===== src/hdl/rfae_pkg.sv =====
// Package for the register-file ALU execute block.
// Field widths, the operation codes and the default register count.
// No dependencies.
package rfae_pkg;

  localparam int unsigned NumRegsDef = 32;
  localparam int unsigned FuncW      = 3;
  localparam int unsigned IdxW       = 5;
  localparam int unsigned WordW      = 32;

  typedef logic [WordW-1:0] word_t;
  typedef logic [IdxW-1:0]  idx_t;

  typedef enum logic [FuncW-1:0] {
    FUNC_ADD = 3'd0,
    FUNC_SUB = 3'd1,
    FUNC_MUL = 3'd2,
    FUNC_DIV = 3'd3,
    FUNC_AND = 3'd4,
    FUNC_OR  = 3'd5,
    FUNC_XOR = 3'd6,
    FUNC_LDI = 3'd7
  } func_e;

endpackage


===== src/hdl/rfae_if.sv =====
// Valid/ready channel interfaces: instruction in, result out.
// Depends on rfae_pkg for field widths.
interface rfae_instr_if;
  logic                                  valid;
  logic                                  ready;
  logic        [rfae_pkg::FuncW-1:0]     func;
  logic        [rfae_pkg::IdxW-1:0]      dest_reg;
  logic        [rfae_pkg::IdxW-1:0]      src_a_reg;
  logic        [rfae_pkg::IdxW-1:0]      src_b_reg;
  logic signed [rfae_pkg::WordW-1:0]     immediate;

  modport source (output valid, func, dest_reg, src_a_reg, src_b_reg, immediate,
                  input ready);
  modport sink   (input valid, func, dest_reg, src_a_reg, src_b_reg, immediate,
                  output ready);
endinterface

interface rfae_result_if;
  logic                                  valid;
  logic                                  ready;
  logic        [rfae_pkg::IdxW-1:0]      written_reg;
  logic signed [rfae_pkg::WordW-1:0]     result_value;
  logic                                  divide_error;

  modport source (output valid, written_reg, result_value, divide_error,
                  input ready);
  modport sink   (input valid, written_reg, result_value, divide_error,
                  output ready);
endinterface


===== src/hdl/rfae_ram.sv =====
// Generic single-write, single-read synchronous RAM, registered read.
// No dependencies.
module rfae_ram #(
  parameter int unsigned WIDTH = 32,
  parameter int unsigned DEPTH = 32
) (
  input  logic                     clk_i,
  input  logic                     we_i,
  input  logic [$clog2(DEPTH)-1:0] waddr_i,
  input  logic [WIDTH-1:0]         wdata_i,
  input  logic                     re_i,
  input  logic [$clog2(DEPTH)-1:0] raddr_i,
  output logic [WIDTH-1:0]         rdata_o
);

  logic [WIDTH-1:0] mem_q [DEPTH];

  always_ff @(posedge clk_i) begin
    if (we_i) begin
      mem_q[waddr_i] <= wdata_i;
    end
    if (re_i) begin
      rdata_o <= mem_q[raddr_i];
    end
  end

endmodule


===== src/hdl/rfae_div.sv =====
// Iterative signed 32-bit divider, one quotient bit per cycle, truncating.
// Depends on rfae_pkg. Divisor must be nonzero when started.
module rfae_div (
  input  logic            clk_i,
  input  logic            rst_ni,
  input  logic            start_i,
  input  rfae_pkg::word_t dividend_i,
  input  rfae_pkg::word_t divisor_i,
  output logic            done_o,
  output rfae_pkg::word_t quot_o
);
  import rfae_pkg::*;

  localparam int unsigned CntW = $clog2(WordW);

  logic            busy_q, fin_q, done_q;
  logic [CntW-1:0] cnt_q;
  word_t           rem_q;
  word_t           quo_q, dvs_q, quot_q;
  logic            neg_q;

  logic [WordW:0]  rem_sh, diff;

  assign rem_sh = {rem_q, quo_q[WordW-1]};
  assign diff   = rem_sh - {1'b0, dvs_q};

  // control
  always_ff @(posedge clk_i or negedge rst_ni) begin
    if (!rst_ni) begin
      busy_q <= 1'b0;
      fin_q  <= 1'b0;
      done_q <= 1'b0;
      cnt_q  <= '0;
    end else begin
      done_q <= fin_q;
      fin_q  <= 1'b0;
      if (start_i) begin
        busy_q <= 1'b1;
        cnt_q  <= '0;
      end else if (busy_q) begin
        cnt_q <= cnt_q + 1'b1;
        if (cnt_q == CntW'(WordW - 1)) begin
          busy_q <= 1'b0;
          fin_q  <= 1'b1;
        end
      end
    end
  end

  // datapath: restoring division on magnitudes; remainder stays below the divisor
  always_ff @(posedge clk_i) begin
    if (start_i) begin
      rem_q <= '0;
      quo_q <= dividend_i[WordW-1] ? (~dividend_i + 1'b1) : dividend_i;
      dvs_q <= divisor_i[WordW-1] ? (~divisor_i + 1'b1) : divisor_i;
      neg_q <= dividend_i[WordW-1] ^ divisor_i[WordW-1];
    end else if (busy_q) begin
      if (!diff[WordW]) begin
        rem_q <= diff[WordW-1:0];
        quo_q <= {quo_q[WordW-2:0], 1'b1};
      end else begin
        rem_q <= rem_sh[WordW-1:0];
        quo_q <= {quo_q[WordW-2:0], 1'b0};
      end
    end
    if (fin_q) begin
      quot_q <= neg_q ? (~quo_q + 1'b1) : quo_q;
    end
  end

  assign done_o = done_q;
  assign quot_o = quot_q;

endmodule


===== src/hdl/register_file_alu_execute.sv =====
// Top level of the register-file ALU execute block.
// Depends on rfae_pkg, rfae_if (channel interfaces), rfae_ram and rfae_div.
//
//   channel    dir   modport  payload
//   instr_i    in    sink     func, dest_reg, src_a_reg, src_b_reg, immediate
//   result_o   out   source   written_reg, result_value, divide_error
//
// One instruction in flight at a time. A non-divide transaction goes through RAM read,
// operand latch, execute and write, and the next one is taken once the sequencer is
// back in idle; a divide waits in its own state between execute and write until the
// divider reports done.
// Reset clears the per-register valid bits, so every register reads zero
// without a clearing pass. A result held on result_o does not block the next
// instruction; only its own write-back waits for the result register to free.
module register_file_alu_execute #(
  parameter int unsigned NUM_REGS = rfae_pkg::NumRegsDef
) (
  input  logic  clk_i,
  input  logic  rst_ni,
  rfae_instr_if.sink    instr_i,
  rfae_result_if.source result_o
);
  import rfae_pkg::*;

  localparam int unsigned AddrW = $clog2(NUM_REGS);

  // sequencer states
  localparam logic [2:0] ST_IDLE = 3'd0;
  localparam logic [2:0] ST_READ = 3'd1;
  localparam logic [2:0] ST_EXEC = 3'd2;
  localparam logic [2:0] ST_DIV  = 3'd3;
  localparam logic [2:0] ST_DONE = 3'd4;

  logic [2:0]          state_q, state_d;
  logic [NUM_REGS-1:0] vld_q;

  // latched instruction
  func_e       func_q;
  idx_t        dest_q;
  word_t       imm_q;
  logic        dest_ok_q, a_ok_q, b_ok_q;
  word_t       a_q, b_q;
  word_t       res_q;
  logic        err_q;

  // output register
  logic        out_vld_q;
  idx_t        out_reg_q;
  word_t       out_val_q;
  logic        out_err_q;

  logic        accept, wb_go, ram_we, div_start, div_done;
  logic        a_in_rng, b_in_rng, d_in_rng;
  logic [AddrW-1:0] a_addr, b_addr, wr_addr;
  word_t       rd_a, rd_b, quot, alu_res;

  assign accept = instr_i.valid && instr_i.ready;
  assign instr_i.ready = (state_q == ST_IDLE);

  // indices at or above NUM_REGS read zero and are never written
  assign a_in_rng = (32'(instr_i.src_a_reg) < NUM_REGS);
  assign b_in_rng = (32'(instr_i.src_b_reg) < NUM_REGS);
  assign d_in_rng = (32'(instr_i.dest_reg)  < NUM_REGS);
  assign a_addr   = AddrW'(instr_i.src_a_reg);
  assign b_addr   = AddrW'(instr_i.src_b_reg);
  assign wr_addr  = AddrW'(dest_q);

  // write-back waits only for the result register to be free
  assign wb_go  = (state_q == ST_DONE) && (!out_vld_q || result_o.ready);
  assign ram_we = wb_go && !err_q && dest_ok_q;

  // two copies of the register file give both source reads in one cycle
  rfae_ram #(.WIDTH(WordW), .DEPTH(NUM_REGS)) u_ram_a (
    .clk_i   (clk_i),
    .we_i    (ram_we),
    .waddr_i (wr_addr),
    .wdata_i (res_q),
    .re_i    (accept),
    .raddr_i (a_addr),
    .rdata_o (rd_a)
  );

  rfae_ram #(.WIDTH(WordW), .DEPTH(NUM_REGS)) u_ram_b (
    .clk_i   (clk_i),
    .we_i    (ram_we),
    .waddr_i (wr_addr),
    .wdata_i (res_q),
    .re_i    (accept),
    .raddr_i (b_addr),
    .rdata_o (rd_b)
  );

  assign div_start = (state_q == ST_EXEC) && (func_q == FUNC_DIV) && (b_q != '0);

  rfae_div u_div (
    .clk_i      (clk_i),
    .rst_ni     (rst_ni),
    .start_i    (div_start),
    .dividend_i (a_q),
    .divisor_i  (b_q),
    .done_o     (div_done),
    .quot_o     (quot)
  );

  // single-cycle operations; product keeps its low word
  always_comb begin
    case (func_q)
      FUNC_ADD: alu_res = a_q + b_q;
      FUNC_SUB: alu_res = a_q - b_q;
      FUNC_MUL: alu_res = a_q * b_q;
      FUNC_AND: alu_res = a_q & b_q;
      FUNC_OR:  alu_res = a_q | b_q;
      FUNC_XOR: alu_res = a_q ^ b_q;
      FUNC_LDI: alu_res = imm_q;
      default:  alu_res = '0;   // divide with zero divisor
    endcase
  end

  always_comb begin
    state_d = state_q;
    unique case (state_q)
      ST_IDLE: if (accept) state_d = ST_READ;
      ST_READ: state_d = ST_EXEC;
      ST_EXEC: state_d = div_start ? ST_DIV : ST_DONE;
      ST_DIV:  if (div_done) state_d = ST_DONE;
      ST_DONE: if (wb_go) state_d = ST_IDLE;
      default: state_d = ST_IDLE;
    endcase
  end

  always_ff @(posedge clk_i or negedge rst_ni) begin
    if (!rst_ni) begin
      state_q   <= ST_IDLE;
      vld_q     <= '0;
      out_vld_q <= 1'b0;
    end else begin
      state_q <= state_d;
      if (ram_we) begin
        vld_q[wr_addr] <= 1'b1;
      end
      if (wb_go) begin
        out_vld_q <= 1'b1;
      end else if (result_o.ready) begin
        out_vld_q <= 1'b0;
      end
    end
  end

  // payload registers
  always_ff @(posedge clk_i) begin
    if (accept) begin
      func_q    <= func_e'(instr_i.func);
      dest_q    <= instr_i.dest_reg;
      imm_q     <= instr_i.immediate;
      dest_ok_q <= d_in_rng;
      // valid bit sampled alongside the RAM read; unwritten entries read zero
      a_ok_q    <= a_in_rng && vld_q[a_addr];
      b_ok_q    <= b_in_rng && vld_q[b_addr];
    end
    if (state_q == ST_READ) begin
      a_q <= a_ok_q ? rd_a : '0;
      b_q <= b_ok_q ? rd_b : '0;
    end
    if (state_q == ST_EXEC) begin
      res_q <= alu_res;
      err_q <= (func_q == FUNC_DIV) && (b_q == '0);
    end
    if ((state_q == ST_DIV) && div_done) begin
      res_q <= quot;
    end
    if (wb_go) begin
      out_reg_q <= dest_q;
      out_val_q <= res_q;
      out_err_q <= err_q;
    end
  end

  assign result_o.valid        = out_vld_q;
  assign result_o.written_reg  = out_reg_q;
  assign result_o.result_value = out_val_q;
  assign result_o.divide_error = out_err_q;

endmodule


===== src/flat_wrapper.sv =====
// flat-port wrapper written by rule: the top's interface ports become plain ports
module register_file_alu_execute_flat import rfae_pkg::*;
#(
  parameter int unsigned NUM_REGS = rfae_pkg::NumRegsDef
)
  (clk_i, rst_ni, instr_i_valid, instr_i_func, instr_i_dest_reg, instr_i_src_a_reg, instr_i_src_b_reg, instr_i_immediate, instr_i_ready, result_o_valid, result_o_written_reg, result_o_result_value, result_o_divide_error, result_o_ready);
  rfae_instr_if instr_i_i ();
  rfae_result_if result_o_i ();
  input  logic clk_i;
  input  logic rst_ni;
  input wire logic [$bits(instr_i_i.valid)-1:0] instr_i_valid;
  input wire logic [$bits(instr_i_i.func)-1:0] instr_i_func;
  input wire logic [$bits(instr_i_i.dest_reg)-1:0] instr_i_dest_reg;
  input wire logic [$bits(instr_i_i.src_a_reg)-1:0] instr_i_src_a_reg;
  input wire logic [$bits(instr_i_i.src_b_reg)-1:0] instr_i_src_b_reg;
  input wire logic [$bits(instr_i_i.immediate)-1:0] instr_i_immediate;
  output wire logic [$bits(instr_i_i.ready)-1:0] instr_i_ready;
  output wire logic [$bits(result_o_i.valid)-1:0] result_o_valid;
  output wire logic [$bits(result_o_i.written_reg)-1:0] result_o_written_reg;
  output wire logic [$bits(result_o_i.result_value)-1:0] result_o_result_value;
  output wire logic [$bits(result_o_i.divide_error)-1:0] result_o_divide_error;
  input wire logic [$bits(result_o_i.ready)-1:0] result_o_ready;
  assign instr_i_i.valid = instr_i_valid;
  assign instr_i_i.func = instr_i_func;
  assign instr_i_i.dest_reg = instr_i_dest_reg;
  assign instr_i_i.src_a_reg = instr_i_src_a_reg;
  assign instr_i_i.src_b_reg = instr_i_src_b_reg;
  assign instr_i_i.immediate = instr_i_immediate;
  assign instr_i_ready = instr_i_i.ready;
  assign result_o_valid = result_o_i.valid;
  assign result_o_written_reg = result_o_i.written_reg;
  assign result_o_result_value = result_o_i.result_value;
  assign result_o_divide_error = result_o_i.divide_error;
  assign result_o_i.ready = result_o_ready;
  register_file_alu_execute #(.NUM_REGS(NUM_REGS)) u_core (.clk_i(clk_i), .rst_ni(rst_ni), .instr_i(instr_i_i), .result_o(result_o_i));
endmodule

===== config.mk =====
export PLATFORM = sky130hd
export DESIGN_NAME = register_file_alu_execute_flat
export DESIGN_NICKNAME = d
export VERILOG_FILES = /design/src/hdl/rfae_pkg.sv /design/src/hdl/rfae_if.sv /design/src/hdl/rfae_ram.sv /design/src/hdl/rfae_div.sv /design/src/hdl/register_file_alu_execute.sv /design/src/flat_wrapper.sv
export SDC_FILE = /design/constraint.sdc
export NUM_CORES = 2
export LEC_CHECK = 0
export BUFFER_PORTS_ARGS = -buffer_cell sky130_fd_sc_hd__buf_2
export CORE_ASPECT_RATIO = 1.5
export CORE_UTILIZATION = 59
export DETAILED_ROUTE_END_ITERATION = 7
export PLACE_DENSITY = 0.75
export SYNTH_ARGS = -nofsm -noshare
export SYNTH_HDL_FRONTEND = slang
export SYNTH_HIERARCHICAL = 1
export SYNTH_SLANG_ARGS = --single-unit

===== constraint.sdc =====
create_clock -name clk_i -period 7.9 [get_ports clk_i]
set_input_delay 0.395 -clock clk_i [delete_from_list [all_inputs] [get_ports clk_i]]
set_output_delay 0.395 -clock clk_i [all_outputs]
set_load 0.05 [all_outputs]

# After elaboration in Yosys (flattened, before gate mapping)
# Memories as Yosys holds them, arrays and structs flattened. A register that Yosys moved wholly into a read port is not among the register bits.
# Cells that the tools add are included.
# W data, S select, Z words.
[word_totals] wordCells=114 output_inout_bits=40 mem_bits_rw=2048 ff_bits=350 inputBits=54 n_memories=2
[mem_list] name="u_core.u_ram_a.mem_q" depth=32 word_bits=32 rd=1 rd_ports_with_merged_regs=1 write_ports=1 line="rfae_ram.sv:16" source="logic [WIDTH-1:0] mem_q [DEPTH];"
[mem_list] name="u_core.u_ram_b.mem_q" depth=32 word_bits=32 rd=1 rd_ports_with_merged_regs=1 write_ports=1 line="rfae_ram.sv:16"
[op_classes] reduce_logical=19 mul=1 n_mux=33 n_lt_le_gt_ge=4 eq_ne=15 addsub=7 bitwise=8
[op_table] operator="$mux W32" n=7
[op_table] operator="$pmux W32 S7" n=1
[op_table] operator="$add A32 B1 Y32 const B" n=3
[op_table] operator="$not A32 Y32" n=3
[op_table] operator="$or A32 B32 Y32" n=2
[op_table] operator="$sub A33 B32 Y33" n=1
[op_table] operator="$add A32 B32 Y32" n=1
[op_table] operator="$and A32 B32 Y32" n=1
[op_table] operator="$logic_not A32 Y1" n=1
[op_table] operator="$mul A32 B32 Y32" n=1
[op_table] operator="$reduce_bool A32 Y1" n=1
[op_table] operator="$sub A32 B32 Y32" n=1
[op_table] operator="$xor A32 B32 Y32" n=1
[op_table] operator="$mux W31" n=1
[op_table] operator="$lt A5 B6 Y1 const B" n=3
[op_table] operator="$eq A3 B3 Y1 const B" n=5
[op_table] operator="$pmux W3 S5" n=1
[op_table] operator="$mux W1" n=14
[op_table] operator="$eq A3 B2 Y1 const B" n=4
[op_table] operator="$mux W3" n=4
[op_table] operator="$bmux W1 S5" n=2
[op_table] operator="$mux W5" n=2
[op_table] operator="$logic_and A1 B1 Y1" n=8
[op_table] operator="$eq A3 B1 Y1 const B" n=2
[op_table] operator="other kinds (12)" n=17

# Depth between registers and ports, before layout
[logic_depth] ltp_word=6 depth_mapped=31 ltp_nobuf=28

# Modules after synthesis
# Netlist, hierarchy kept.
[by_module_without_submodules] mod="rfae_ram" cells_each=2260 instances=2 area_per_inst_um2=40805.4 seq_area_each_um2=31710.4
[by_module_without_submodules] mod="register_file_alu_execute" cells_each=2865 instances=1 area_per_inst_um2=27697.8 seq_area_each_um2=6216.0
[by_module_without_submodules] mod="rfae_div" cells_each=910 instances=1 area_per_inst_um2=8729.6 seq_area_each_um2=3753.6

# Least setup slack after synthesis
# OpenSTA, ideal clock, no wires.
[synth_path] kind="flip-flop to flip-flop" startpoint="register u_core.b_q[2]" endpoint="register u_core.res_q[29] (data pin)" period_less_slack_ns=8.089 t_required_ns=7.639 path_buffers=3 stages_incl_launch_ff=30 setup_slack_ns=-0.189 t_arrival_ns=7.828 setup_ns=0.261 path_cell_list="edfxtp_1 -> clkbuf_1 -> inv_1 -> buf_1 -> nor2_1 -> fa_1 -> inv_1 -> fa_1 -> fa_1 -> fa_1 -> inv_1 -> fa_1 -> inv_1 -> fa_1 -> inv_1 -> fa_1 -> inv_1 -> fa_1 -> inv_1 -> ha_1 -> buf_2 -> a2111oi_2 -> o21ai_1 -> a32o_1 -> a41o_1 -> a221oi_2 -> o31a_1 -> mux2i_1 -> a21oi_1 -> a221o_1"
[synth_via] elab_chain_len=4 word_cells_on_any_way=6
[synth_lines] element="start: declaration" line="register_file_alu_execute.sv:42" source="word_t a_q, b_q;"
[synth_lines] element="start signal: assignment" line="register_file_alu_execute.sv:162" source="b_q <= b_ok_q ? rd_b : '0;"
[synth_lines] element="$mul A32 B32 Y32 (tied with other cells)" line="register_file_alu_execute.sv:110" source="FUNC_MUL: alu_res = a_q * b_q;"
[synth_lines] element="$pmux W32 S7 (*)" line="register_file_alu_execute.sv:107" source="case (func_q)"
[synth_lines] element="$mux W32 (*)" line="register_file_alu_execute.sv:164" source="if (state_q == ST_EXEC) begin"
[synth_lines] element="$mux W32 (*)" line="register_file_alu_execute.sv:168" source="if ((state_q == ST_DIV) && div_done) begin"
[synth_lines] element="end signal: assignment" line="register_file_alu_execute.sv:165" source="res_q <= alu_res;"
[synth_lines] element="end signal: assignment" line="register_file_alu_execute.sv:169" source="res_q <= quot;"
[synth_lines] element="end: declaration" line="register_file_alu_execute.sv:43" source="word_t res_q;"
# Mark *: on every way between the ends. The rest lies on a longest branch, timed or not. The select of a mux whose other input is x is not followed.
# A chain may end at the register's enable or synchronous reset.

# Worst setup path after layout
[layout_path] startpoint="register u_core.a_q[23]" endpoint="register u_core.res_q[31] (data pin)"
[layout_via] elab_chain_len=4 word_cells_on_any_way=6
[layout_lines] element="start: declaration" line="register_file_alu_execute.sv:42"
[layout_lines] element="start signal: assignment" line="register_file_alu_execute.sv:161" source="a_q <= a_ok_q ? rd_a : '0;"
[layout_lines] element="$mul A32 B32 Y32 (tied with other cells)" line="register_file_alu_execute.sv:110"
[layout_lines] element="$pmux W32 S7 (*)" line="register_file_alu_execute.sv:107"
[layout_lines] element="$mux W32 (*)" line="register_file_alu_execute.sv:164"
[layout_lines] element="$mux W32 (*)" line="register_file_alu_execute.sv:168"
# Marks and branches as above.

==> metrics.yaml <==
grt-ovfl-total: 0
reg2reg_slack_ps: 200
vias: 71600
yosys.area.top_type_share_pct: 60.7
htree_levels: 4
grt_pass1_vias: 71700
crit_path_end_kind: "flop"
grt_usage_pct: 33.6
vias_per_cell: 6.28
ys_async_sr_fraction_pct: 1.79
min-delay-start: "result_o_ready"
maxSlewHeadroom_pct: 9.65
grt_first_pass_wirelength_mm: 489
rows: 200
cpMaxStageDelayCell: "edfxtp_1"
period_needed_ps: 7700
synth_top_area_cell: "edfxtp_1"
hold_violations: 0
seq_area_frac_synth_pct: 62.2
synthTopCellsByCount: "edfxtp_1, mux2i_1, nand2_1"
r2r_start: "u_core/a_q[23]$_SDFFCE_PN0P_"
post-route-util_pct: 65.8
cts_root_buf: "clkbuf_16"
floorplan.initialDensity_pct: 59.5
critPathMaxStageDelay_ps: 710
syn_nets: 9015
hpwl_mm: 221
worstMarginPinSlew_ps: 1360
drt-initial-drc-count: 7235
whs_ps: 113
fin_tns_setup_ps: 0
synth-seq-cells: 2462
wl_per_cell_um: 29.8
synth-main-ff-cell: "edfxtp_1"
critPathKind: "flop to flop"
synth.most_common_cell: "edfxtp_1"
outcome: "complete, no violations"
cp.required_ps: 8570
worstHoldPathCells: 3
fmax_ghz: 0.130
core-area_um2: 198000
fin_skew_ps: 67.5
routed_wl_mm: 340
arrival_ps: 8370
cts_tree: "done"
die_w_um: 367
die_h_um: 550
startpoint_type: "flop"
syn_avg_cell_area_um2: 14.2
synth_warnings: 6
hp-class: "input port to flop"
top_regs: "u_core/u_ram_a/mem_q x1024, u_core/u_ram_b/mem_q x1024"
fin_ws_ps: 196
clockBufferDepth: 4
gp_congestion: 1.01
grt_max_degree: 163
drive_above_1_share_pct: 11.1
first_pass_iters: 6
fin_nets: 9321
max_cap_viol_count: 0
synth_area_um2: 118000
path_clk_slew_ps: 80
die_area_um2: 202000
antenna_found_initial: 13
place_ws_ps: -103
drv_slew: 0
clock_latency_ps: 870
ios: 94
drcViolationCount: 0
regToRegEndpoint: "u_core/res_q[31]$_DFFE_PP_"
path_max_fanout: 5
numPortBuffers: 93
syn_inst: 8295
period_share_pct: 97.5
cts.sinks: 2462
detail-route-antenna-nets: 0
synth_edf_count: 2386
synth_cell_type_count: 101
reg2regPathDepth: 25
min_to: "u_core/result_o.valid$_DFFE_PN0P_"
area_growth_pct: 10.6
cts_buffers: 221
synth_area_leaders: "edfxtp_1, mux2i_1, fa_1, ha_1, nand2_1"
crit_top_cell: "fa_1"
setup_viol: 0
==> worst max-delay path by stage <==
stage	cells after the start	to	start	slack, ps
final	25	u_core/res_q[31]$_DFFE_PP_	u_core/a_q[23]$_SDFFCE_PN0P_	200
after global routing	26	u_core/res_q[29]$_DFFE_PP_	u_core/b_q[6]$_SDFFCE_PN0P_	-70
after CTS	26	u_core/res_q[29]$_DFFE_PP_	u_core/a_q[13]$_SDFFCE_PN0P_	30
after detailed placement	25	u_core/res_q[31]$_DFFE_PP_	u_core/b_q[9]$_SDFFCE_PN0P_	-100
after global placement	25	u_core/res_q[31]$_DFFE_PP_	u_core/b_q[9]$_SDFFCE_PN0P_	-100
after floorplan	29	u_core/res_q[29]$_DFFE_PP_	u_core/b_q[2]$_SDFFCE_PN0P_	6
==> worst max-delay path, delay by kind of cell, from the launching register on <==
family                   cells  cell delay [ps]
adder cells (fa/ha/maj)      9             4560
XOR/XNOR                     1              180
AO/OA/AOI/OAI                5             1030
flip-flops                   1              710
AND/OR/NAND/NOR              3              210
buffers and inverters        7              820
==> cell usage in the layout, fill, tap and decap left out, types with 49 or more instances in the layout <==
master     synthesis  layout
nor2_1           536     463
xor2_1            66      66
a22o_1           133     133
a21oi_1          332     331
buf_4             66     351
mux2i_1         1066    1066
a31oi_1           88      88
o21ai_0          111     105
clkbuf_1         234      49
fa_1             410     403
inv_1            534     525
edfxtp_1        2386    2386
nand3_1          224     224
buf_2             61      91
clkinv_1          19      73
ha_1             256     251
nor2_4             1      68
nor3_1            95      95
a22oi_1          202     202
clkbuf_16          0     222
xnor2_1          178     178
nand2_1          555     555
and2_1            77      75
==> logic make-up (layout without fill, tap and decap cells) <==
| group | Yosys count | in the layout | synth area share, % |
|---|---|---|---|
| simple gates | 1694 | 1694 | 6.47 |
| fa+ha+maj | 666 | 666 | 9.67 |
| mux | 1111 | 1111 | 9.80 |
| other cells | 0 | 4 | 0 |
| flops | 2462 | 2462 | 62.2 |
| compound gates | 1131 | 1131 | 6.43 |
| xor+xnor | 246 | 246 | 1.84 |
| buf+inv | 985 | 1467 | 3.61 |
==> per-layer routing <==
layer  vias to the layer above  wire (um)  GRT usage (%)  part of all wire [%]
met5                         -         45              0                 0.013
met4                         6      21300           18.1                   6.3
met3                       773      23500           4.43                   6.9
met2                      3185     170000           57.1                    50
met1                     36600     126000           41.9                    37
li1                      31100          -              -                     -
==> through the flow <==
step | instances | cell area, um2
after floorplan | 8295 | 118000
after global placement | 11000 | 123000
final | 11400 | 131000
after global routing | 11400 | 131000
after detailed placement | 11000 | 123000
after CTS | 11400 | 130000
==> layout make-up <==
class                   count  area, um2
diodes                      4       10.0
clock buffers             271       5740
clock inverters           128       1080
fillers                 14100      67900
inverters                 559       2110
multi-input cells        4848      41000
flip-flops and latches   2462      73400
well taps                2626       3290
repair buffers            509       3910
==> what timing repair did <==
| action | 4_1_cts | 5_1_grt |
|---|---|---|
| resized for setup | 3 | 53 |
| pin swaps | 1 | 22 |
| endpoints found under the setup margin | 4 | 14 |
| endpoints found under the hold margin | 85 | 0 |
| setup buffers | 0 | 5 |
| hold buffers | 42 | 0 |
Power is not shown: default switching activity piles up to over one toggle a cycle in this logic, so the estimate is an artifact.
